## src/hw/rtl/hrlp_pkg.sv

```systemverilog
package hrlp_pkg;

    // Parser state, one-hot
    typedef enum logic [9:0] {
        ST_WAIT_METHOD   = 10'b00_0000_0001,
        ST_METHOD        = 10'b00_0000_0010,
        ST_AFTER_METHOD  = 10'b00_0000_0100,
        ST_URI           = 10'b00_0000_1000,
        ST_AFTER_URI     = 10'b00_0001_0000,
        ST_VERSION       = 10'b00_0010_0000,
        ST_AFTER_VERSION = 10'b00_0100_0000,
        ST_CR_SEEN       = 10'b00_1000_0000,
        ST_DONE          = 10'b01_0000_0000,
        ST_ERROR         = 10'b10_0000_0000
    } t_state;

    // Parse state codes as seen on the result port
    localparam logic [3:0] PS_WAIT_METHOD   = 4'd0;
    localparam logic [3:0] PS_METHOD        = 4'd1;
    localparam logic [3:0] PS_AFTER_METHOD  = 4'd2;
    localparam logic [3:0] PS_URI           = 4'd3;
    localparam logic [3:0] PS_AFTER_URI     = 4'd4;
    localparam logic [3:0] PS_VERSION       = 4'd5;
    localparam logic [3:0] PS_AFTER_VERSION = 4'd6;
    localparam logic [3:0] PS_CR_SEEN       = 4'd7;
    localparam logic [3:0] PS_DONE          = 4'd8;
    localparam logic [3:0] PS_ERROR         = 4'd9;

    typedef enum logic [2:0] {
        EV_NONE     = 3'd0,
        EV_METHOD_S = 3'd1,
        EV_METHOD_E = 3'd2,
        EV_URI_S    = 3'd3,
        EV_URI_E    = 3'd4,
        EV_VER_S    = 3'd5,
        EV_VER_E    = 3'd6
    } t_event;

    localparam logic [1:0] VER_0_9  = 2'd0;
    localparam logic [1:0] VER_1_0  = 2'd1;
    localparam logic [1:0] VER_1_1  = 2'd2;
    localparam logic [1:0] VER_NONE = 2'd3;

    localparam logic [7:0] CH_SP    = 8'h20;
    localparam logic [7:0] CH_CR    = 8'h0D;
    localparam logic [7:0] CH_LF    = 8'h0A;
    localparam logic [7:0] CH_SLASH = 8'h2F;
    localparam logic [7:0] CH_DOT   = 8'h2E;
    localparam logic [7:0] CH_H     = 8'h48;

    localparam int unsigned VER_LEN = 8;

    localparam logic [63:0] VER_TEXT_0_9 = "HTTP/0.9";
    localparam logic [63:0] VER_TEXT_1_0 = "HTTP/1.0";
    localparam logic [63:0] VER_TEXT_1_1 = "HTTP/1.1";

    function automatic logic is_upper(input logic [7:0] c);
        return (c >= 8'h41) && (c <= 8'h5A);
    endfunction

    function automatic logic is_alnum(input logic [7:0] c);
        return is_upper(c) || ((c >= 8'h61) && (c <= 8'h7A))
            || ((c >= 8'h30) && (c <= 8'h39));
    endfunction

    // Character idx (first character is 0) of version string v
    function automatic logic [7:0] ver_char(input logic [1:0] v, input logic [2:0] idx);
        logic [63:0] text;
        case (v)
            VER_0_9: text = VER_TEXT_0_9;
            VER_1_0: text = VER_TEXT_1_0;
            default: text = VER_TEXT_1_1;
        endcase
        return text[8 * (7 - int'(idx)) +: 8];
    endfunction

    function automatic logic [3:0] state_code(input t_state s);
        case (s)
            ST_WAIT_METHOD:   return PS_WAIT_METHOD;
            ST_METHOD:        return PS_METHOD;
            ST_AFTER_METHOD:  return PS_AFTER_METHOD;
            ST_URI:           return PS_URI;
            ST_AFTER_URI:     return PS_AFTER_URI;
            ST_VERSION:       return PS_VERSION;
            ST_AFTER_VERSION: return PS_AFTER_VERSION;
            ST_CR_SEEN:       return PS_CR_SEEN;
            ST_DONE:          return PS_DONE;
            default:          return PS_ERROR;
        endcase
    endfunction

endpackage

```

## src/hw/rtl/http_request_line_parser_core.sv

```systemverilog
// HTTP request line parser. One byte per transaction on the input channel,
// one result per byte on the output channel. A byte passes an input
// register, then a combinational state update writes the result register
// once the output is free, so a stall holds the byte in the input register.
// The block sustains one byte per cycle while the output is not stalled,
// the parser state feeding back into its own update. The input register
// lets a new byte be taken while a result still waits on a stalled output.
// i_start_line restarts parsing at byte offset zero; after done or error,
// bytes leave the state unchanged. POS_WIDTH sets the byte offset counter,
// which saturates at its maximum; reported offsets saturate at 65535.
module http_request_line_parser_core #(
    parameter int POS_WIDTH = 16
) (
    input  logic        i_clk,
    input  logic        i_rst_n,
    input  logic        i_in_valid,
    output logic        o_in_ready,
    input  logic        i_start_line,
    input  logic [7:0]  i_data_byte,
    output logic        o_out_valid,
    input  logic        i_out_ready,
    output logic [3:0]  o_parse_state,
    output logic [2:0]  o_boundary_event,
    output logic [15:0] o_boundary_offset,
    output logic [1:0]  o_version_code
);
    import hrlp_pkg::*;

    localparam logic [POS_WIDTH-1:0] POS_MAX = {POS_WIDTH{1'b1}};

    // input register
    logic                 r_in_valid;
    logic                 r_in_start;
    logic [7:0]           r_in_byte;

    // parser state
    t_state               r_state;
    logic [POS_WIDTH-1:0] r_pos;
    logic [2:0]           r_mask;
    logic [3:0]           r_len;
    logic [1:0]           r_ver;

    // result register
    logic                 r_out_valid;
    logic [3:0]           r_parse_state;
    logic [2:0]           r_event;
    logic [15:0]          r_offset;
    logic [1:0]           r_version;

    logic                 advance;

    t_state               cur_state;
    logic [POS_WIDTH-1:0] cur_pos;
    logic [2:0]           cur_mask;
    logic [3:0]           cur_len;
    logic [1:0]           cur_ver;
    logic [POS_WIDTH-1:0] end_pos;
    logic [2:0]           take_mask;
    logic [3:0]           take_len;
    logic [1:0]           fin_ver;

    t_state               n_state;
    logic [POS_WIDTH-1:0] n_pos;
    logic [2:0]           n_mask;
    logic [3:0]           n_len;
    logic [1:0]           n_ver;
    t_event               n_event;
    logic [POS_WIDTH-1:0] n_off;
    logic [31:0]          off_wide;
    logic [15:0]          n_offset;

    assign advance    = r_in_valid && (!r_out_valid || i_out_ready);
    assign o_in_ready = !r_in_valid || advance;

    always_comb begin
        // a restart clears the state before this byte is parsed
        cur_state = r_in_start ? ST_WAIT_METHOD : r_state;
        cur_pos   = r_in_start ? '0 : r_pos;
        cur_mask  = r_in_start ? 3'b111 : r_mask;
        cur_len   = r_in_start ? 4'd0 : r_len;
        cur_ver   = r_in_start ? VER_NONE : r_ver;

        end_pos = (cur_pos != '0) ? cur_pos - 1'b1 : '0;

        for (int i = 0; i < 3; i++) begin
            take_mask[i] = cur_mask[i] && !cur_len[3]
                && (ver_char(2'(i), cur_len[2:0]) == r_in_byte);
        end
        take_len = (cur_len != 4'hF) ? cur_len + 4'd1 : cur_len;

        fin_ver = VER_NONE;
        if (cur_len == 4'(VER_LEN)) begin
            if (cur_mask[0]) begin
                fin_ver = VER_0_9;
            end else if (cur_mask[1]) begin
                fin_ver = VER_1_0;
            end else if (cur_mask[2]) begin
                fin_ver = VER_1_1;
            end
        end

        n_state = cur_state;
        n_pos   = cur_pos;
        n_mask  = cur_mask;
        n_len   = cur_len;
        n_ver   = cur_ver;
        n_event = EV_NONE;
        n_off   = '0;

        if (cur_state != ST_DONE && cur_state != ST_ERROR) begin
            case (cur_state)
                ST_WAIT_METHOD: begin
                    if (r_in_byte == CH_SP || r_in_byte == CH_CR || r_in_byte == CH_LF) begin
                        n_state = cur_state;
                    end else if (is_upper(r_in_byte)) begin
                        n_state = ST_METHOD;
                        n_event = EV_METHOD_S;
                        n_off   = cur_pos;
                    end else begin
                        n_state = ST_ERROR;
                    end
                end
                ST_METHOD: begin
                    if (is_upper(r_in_byte)) begin
                        n_state = cur_state;
                    end else if (r_in_byte == CH_SP) begin
                        n_state = ST_AFTER_METHOD;
                        n_event = EV_METHOD_E;
                        n_off   = end_pos;
                    end else begin
                        n_state = ST_ERROR;
                    end
                end
                ST_AFTER_METHOD: begin
                    if (r_in_byte == CH_SLASH) begin
                        n_state = ST_URI;
                        n_event = EV_URI_S;
                        n_off   = cur_pos;
                    end else if (r_in_byte != CH_SP) begin
                        n_state = ST_ERROR;
                    end
                end
                ST_URI: begin
                    if (r_in_byte == CH_SP || r_in_byte == CH_CR) begin
                        n_state = (r_in_byte == CH_SP) ? ST_AFTER_URI : ST_CR_SEEN;
                        n_event = EV_URI_E;
                        n_off   = end_pos;
                    end
                end
                ST_AFTER_URI: begin
                    if (r_in_byte == CH_SP) begin
                        n_state = cur_state;
                    end else if (r_in_byte == CH_CR) begin
                        n_state = ST_CR_SEEN;
                    end else if (r_in_byte == CH_H) begin
                        // 'H' matches the first character of every candidate
                        n_state = ST_VERSION;
                        n_event = EV_VER_S;
                        n_off   = cur_pos;
                        n_mask  = 3'b111;
                        n_len   = 4'd1;
                    end else begin
                        n_state = ST_ERROR;
                    end
                end
                ST_VERSION: begin
                    if (is_alnum(r_in_byte) || r_in_byte == CH_SLASH
                            || r_in_byte == CH_DOT) begin
                        n_mask = take_mask;
                        n_len  = take_len;
                    end else if (r_in_byte == CH_SP || r_in_byte == CH_CR) begin
                        n_event = EV_VER_E;
                        n_off   = end_pos;
                        if (fin_ver != VER_NONE) begin
                            n_ver   = fin_ver;
                            n_state = (r_in_byte == CH_SP) ? ST_AFTER_VERSION : ST_CR_SEEN;
                        end else begin
                            n_state = ST_ERROR;
                        end
                    end else begin
                        n_state = ST_ERROR;
                    end
                end
                ST_AFTER_VERSION: begin
                    if (r_in_byte == CH_SP) begin
                        n_state = cur_state;
                    end else if (r_in_byte == CH_CR) begin
                        n_state = ST_CR_SEEN;
                    end else begin
                        n_state = ST_ERROR;
                    end
                end
                ST_CR_SEEN: begin
                    n_state = (r_in_byte == CH_LF) ? ST_DONE : ST_ERROR;
                end
                default: begin
                    n_state = ST_ERROR;
                end
            endcase
            n_pos = (cur_pos != POS_MAX) ? cur_pos + 1'b1 : cur_pos;
        end

        off_wide = 32'(n_off);
        n_offset = (off_wide > 32'h0000_FFFF) ? 16'hFFFF : off_wide[15:0];
    end

    always_ff @(posedge i_clk) begin
        if (!i_rst_n) begin
            r_in_valid  <= 1'b0;
            r_out_valid <= 1'b0;
            r_state     <= ST_WAIT_METHOD;
            r_pos       <= '0;
            r_mask      <= 3'b111;
            r_len       <= 4'd0;
            r_ver       <= VER_NONE;
        end else begin
            if (o_in_ready) begin
                r_in_valid <= i_in_valid;
            end
            if (advance) begin
                r_out_valid <= 1'b1;
                r_state     <= n_state;
                r_pos       <= n_pos;
                r_mask      <= n_mask;
                r_len       <= n_len;
                r_ver       <= n_ver;
            end else if (i_out_ready) begin
                r_out_valid <= 1'b0;
            end
        end
    end

    always_ff @(posedge i_clk) begin
        if (o_in_ready) begin
            r_in_start <= i_start_line;
            r_in_byte  <= i_data_byte;
        end
        if (advance) begin
            r_parse_state <= state_code(n_state);
            r_event       <= n_event;
            r_offset      <= n_offset;
            r_version     <= n_ver;
        end
    end

    assign o_out_valid       = r_out_valid;
    assign o_parse_state     = r_parse_state;
    assign o_boundary_event  = r_event;
    assign o_boundary_offset = r_offset;
    assign o_version_code    = r_version;

endmodule

```

## config.mk

```make
export PLATFORM = sky130hd
export DESIGN_NAME = http_request_line_parser_core
export DESIGN_NICKNAME = d
export VERILOG_FILES = /design/src/hw/rtl/hrlp_pkg.sv /design/src/hw/rtl/http_request_line_parser_core.sv
export SDC_FILE = /design/constraint.sdc
export NUM_CORES = 1
export LEC_CHECK = 0
export BUFFER_PORTS_ARGS = -buffer_cell sky130_fd_sc_hd__buf_2
export CORE_UTILIZATION = 60
export DETAILED_ROUTE_END_ITERATION = 8
export PLACE_DENSITY = 0.78
export REMOVE_ABC_BUFFERS = 1
export SYNTH_ARGS = -nofsm -noshare
export SYNTH_HDL_FRONTEND = slang
export SYNTH_SLANG_ARGS = --single-unit
export TNS_END_PERCENT = 100
```

## constraint.sdc

```tcl
create_clock -name i_clk -period 4.6 [get_ports i_clk]
set_input_delay 0.92 -clock i_clk [delete_from_list [all_inputs] [get_ports i_clk]]
set_output_delay 0.92 -clock i_clk [all_outputs]
set_load 0.01 [all_outputs]
```

==> results_dict.tcl <==
set metrics [dict create \
    outcome "finished, final reports clean" \
    cp_num_cells 11 \
    crit_path_start "r_in_start" \
    place_congestion 1.005 \
    irDropWorstVdd_v 0.0001786 \
    drtPass1Iterations 5 \
    timing.rr.start "r_in_start" \
    fillerInstances 579 \
    seqPwrFrac_pct 49.9 \
    path_max_fanout 21 \
    dp_hpwl_um 7599 \
    vias 4020 \
    grt_pass1_vias 3653 \
    crit_slowest_cell "edfxtp_1" \
    die_x_um 87.84 \
    post-place-ws_ns 1.073 \
    arrival_ns 3.65 \
    hold_violations 0 \
    setup_viol 0 \
    maxCapViolations 0 \
    nets 563 \
    power_uw 1411 \
    io_pins 40 \
    wire_per_inst_um 16.91 \
    synthDistinctLibCells 67 \
    worst_slack_ns 1.053 \
    post-cts-setup-buffer-count 0 \
    period_share_pct 77.12 \
    register_area_mm2 0.001762 \
    core-area_mm2 0.006944 \
    crit_type "flip-flop to flip-flop" \
    drc 0 \
    synthesis.area_mm2 0.004420 \
    numCtsBuffers 9 \
    grt_max_degree 40 \
    critPathMostFrequentCell "nor2_1" \
    drt_iter0_drc 333 \
    synth_warnings 0 \
    area_delta_synth_final_pct 10.13 \
    worstReg2RegEnd "o_parse_state[0]" \
    synth.yosys.seq_area_share_pct 39.85 \
    layout_commonest_cell "nand2_1" \
    tightest_slew_ns 0.8770 \
    grtUsageTotal_pct 30.11 \
    h-tree-depth 3 \
    multi_input_area_mm2 0.002457 \
    ant_nets 0 \
    crit_chain "inv_1 > buf_4 > nand2_1 > ha_1 > nor4bb_1 > o31ai_1 > a21oi_2 > nor2_1 > nor4_4 > nor2_1 > or4_1" \
    syn_area_per_cell_um2 8.468 \
    cts-root-buf "clkbuf_8" \
    path_buf_inv 2 \
    rows 30 \
    cts-hold-fix-buffers 0 \
    synth_top_area_cell "edfxtp_1" \
    rrSetupSlack_ns 1.05 \
    synth_area_leaders "edfxtp_1 (23%), dfxtp_1 (17%), nand2_1 (5.3%)" \
    slew_headroom_pct 40.99 \
    max_freq_ghz 0.2819 \
    power_density_mw_per_mm2 289.9 \
    diodes 0 \
    finalWirelength_um 10930 \
    p_int_uw 1054 \
    end_kind "flip-flop" \
    sw_frac_of_total_pct 25.33 \
    fin_skew_ns 0.01330 \
    critPathRequiredTime_ns 4.70 \
    die_area_mm2 0.007715 \
    hold_path_class "flip-flop to flip-flop" \
    pwr-share-clk_pct 40.9 \
    synth-async-reset-ratio_pct 0 \
    cts.clk_slew.worst_paths_ns 0.08 \
    power_frac_comb_pct 9.2 \
    cellLeakagePower_uw 0.001878 \
    mostFrequentLayoutCells "nand2_1 (62), nor2_1 (54), buf_2 (39)" \
    crit_end "o_parse_state[0]" \
    synth_edf_count 34 \
    via_per_inst 6.223 \
    antenna_found_initial 0 \
    layout-drive-gt1-share_pct 14.36 \
    ys.flop_type "dfxtp_1" \
    synth_top_area_share_pct 23.10 \
    drv_slew 0 \
    cts_resized 0 \
    synth_seq_cells 71 \
    netlist_instances 522 \
    clkSinkCount 71 \
    switching_power_uw 357.5 \
    grt_pass1_wl_um 17990 \
    grt_overflow 0 \
    cts.path.max_buffers 2 \
    die_h_um 87.84 \
    critical-path-top-delay-family "simple AND/OR/NAND/NOR gates" \
    rsz0062_at_grt "no" \
    ff2ff_path_depth 11 \
    insertion_delay_ns 0.36 \
    critical-path-max-stage-delay_ns 0.77 \
    start_kind "flip-flop" \
    fin_crit_ns 3.547 \
    tns_ns 0 \
    place.port_buffers 39 \
    initial_core_util_pct 63.66 \
    cts_tree "yes" \
]
[stage by stage]
| stage | utilization (%) | hold slack, ns | instance area (um2) | instances |
|---|---|---|---|---|
| after floorplan | - | 0.4697 | 4279 | 489 |
| after global placement | 66.81 | 0.4948 | 4639 | 630 |
| after detailed placement | 66.81 | 0.5145 | 4639 | 630 |
| after CTS | 70.11 | 0.5340 | 4868 | 646 |
| after global routing | 70.11 | 0.5655 | 4868 | 646 |
| final | 70.11 | 0.5263 | 4868 | 646 |
[area by class of cell]
class,instances,area share (%)
Sequential cell,71,36.19
Timing Repair Buffer,45,4.934
Clock buffer,10,2.827
Multi-Input combinational cell,402,50.48
Tap cell,96,2.467
Inverter,16,1.234
Clock inverter,6,1.876
[flip-flops by register name (all words and copies together), names as in the netlist, 3 cells and up]
register	cells
o_boundary_event	3
o_boundary_offset	16
o_parse_state	4
r_in_byte	8
r_len	4
r_mask	3
r_pos	16
r_state	10
[per-layer routing]
layer  GRT usage (%)  vias to the layer above  part of all wire [%]
met1           41.85                     1885                    45
met3           3.864                       21                   6.9
met2           47.85                      166                    46
li1                -                     1948                     -
met4           11.48                        0                   2.1
met5               0                        -                     0
[worst reg2reg max path: stages (launching register included)]
cell	delay, ns
edfxtp_1	0.77
inv_1	0.09
buf_4	0.25
nand2_1	0.19
ha_1	0.19
nor4bb_1	0.45
o31ai_1	0.21
a21oi_2	0.14
nor2_1	0.08
nor4_4	0.35
nor2_1	0.07
or4_1	0.49
[Yosys cell counts (4+ instances only)]
| cell | count |
|---|---|
| xor2_1 | 10 |
| nand2b_1 | 10 |
| xnor2_1 | 14 |
| nand3b_1 | 4 |
| o221ai_1 | 4 |
| and3_1 | 6 |
| nor2_1 | 54 |
| nor2b_1 | 12 |
| edfxtp_1 | 34 |
| a21boi_0 | 4 |
| dfxtp_1 | 37 |
| a21oi_1 | 25 |
| nand4_1 | 13 |
| ha_1 | 5 |
| nor3b_1 | 4 |
| nor4_1 | 9 |
| o22ai_1 | 4 |
| and2_1 | 18 |
| inv_1 | 15 |
| o31ai_1 | 6 |
| o21ai_0 | 19 |
| clkbuf_1 | 29 |
| o211ai_1 | 4 |
| nand3_1 | 15 |
| nor3_1 | 20 |
| a21o_1 | 9 |
| a31oi_1 | 4 |
| or3_1 | 6 |
| nand2_1 | 62 |
[power by group through the flow]
stage	registers, uW	logic, uW	clock network [uW]
6_report	704	130	578
5_1_grt	708	143	606
4_1_cts	703	129	579
3_3_place_gp	717	124	0
3_5_place_dp	718	128	0
2_1_floorplan	720	75.6	0
[cell families (layout without fill, tap and decap cells)]
kind of cell | Yosys count | count (layout) | share of synthesized area (%)
AND/OR/NAND/NOR | 255 | 255 | 30.48
AO/OA/AOI/OAI | 114 | 114 | 18.00
flip-flops | 71 | 71 | 39.85
buffers and inverters | 49 | 77 | 4.557
XOR/XNOR | 24 | 24 | 4.755
adder cells (fa/ha/maj) | 5 | 5 | 1.415
multiplexers | 4 | 4 | 0.9341
[how the worst min path moves through the flow]
stage                          start     endpoint  slack [ns]  cells past startpoint
after CTS                 r_in_valid  o_out_valid        0.53                      1
after floorplan             r_ver[0]     r_ver[0]        0.47                      2
after global placement      r_ver[0]     r_ver[0]        0.49                      2
final                       r_ver[0]     r_ver[0]        0.53                      2
after detailed placement  r_in_valid  o_out_valid        0.51                      1
after global routing      r_in_valid  o_out_valid        0.57                      1
(Power assumes the default switching activity.)
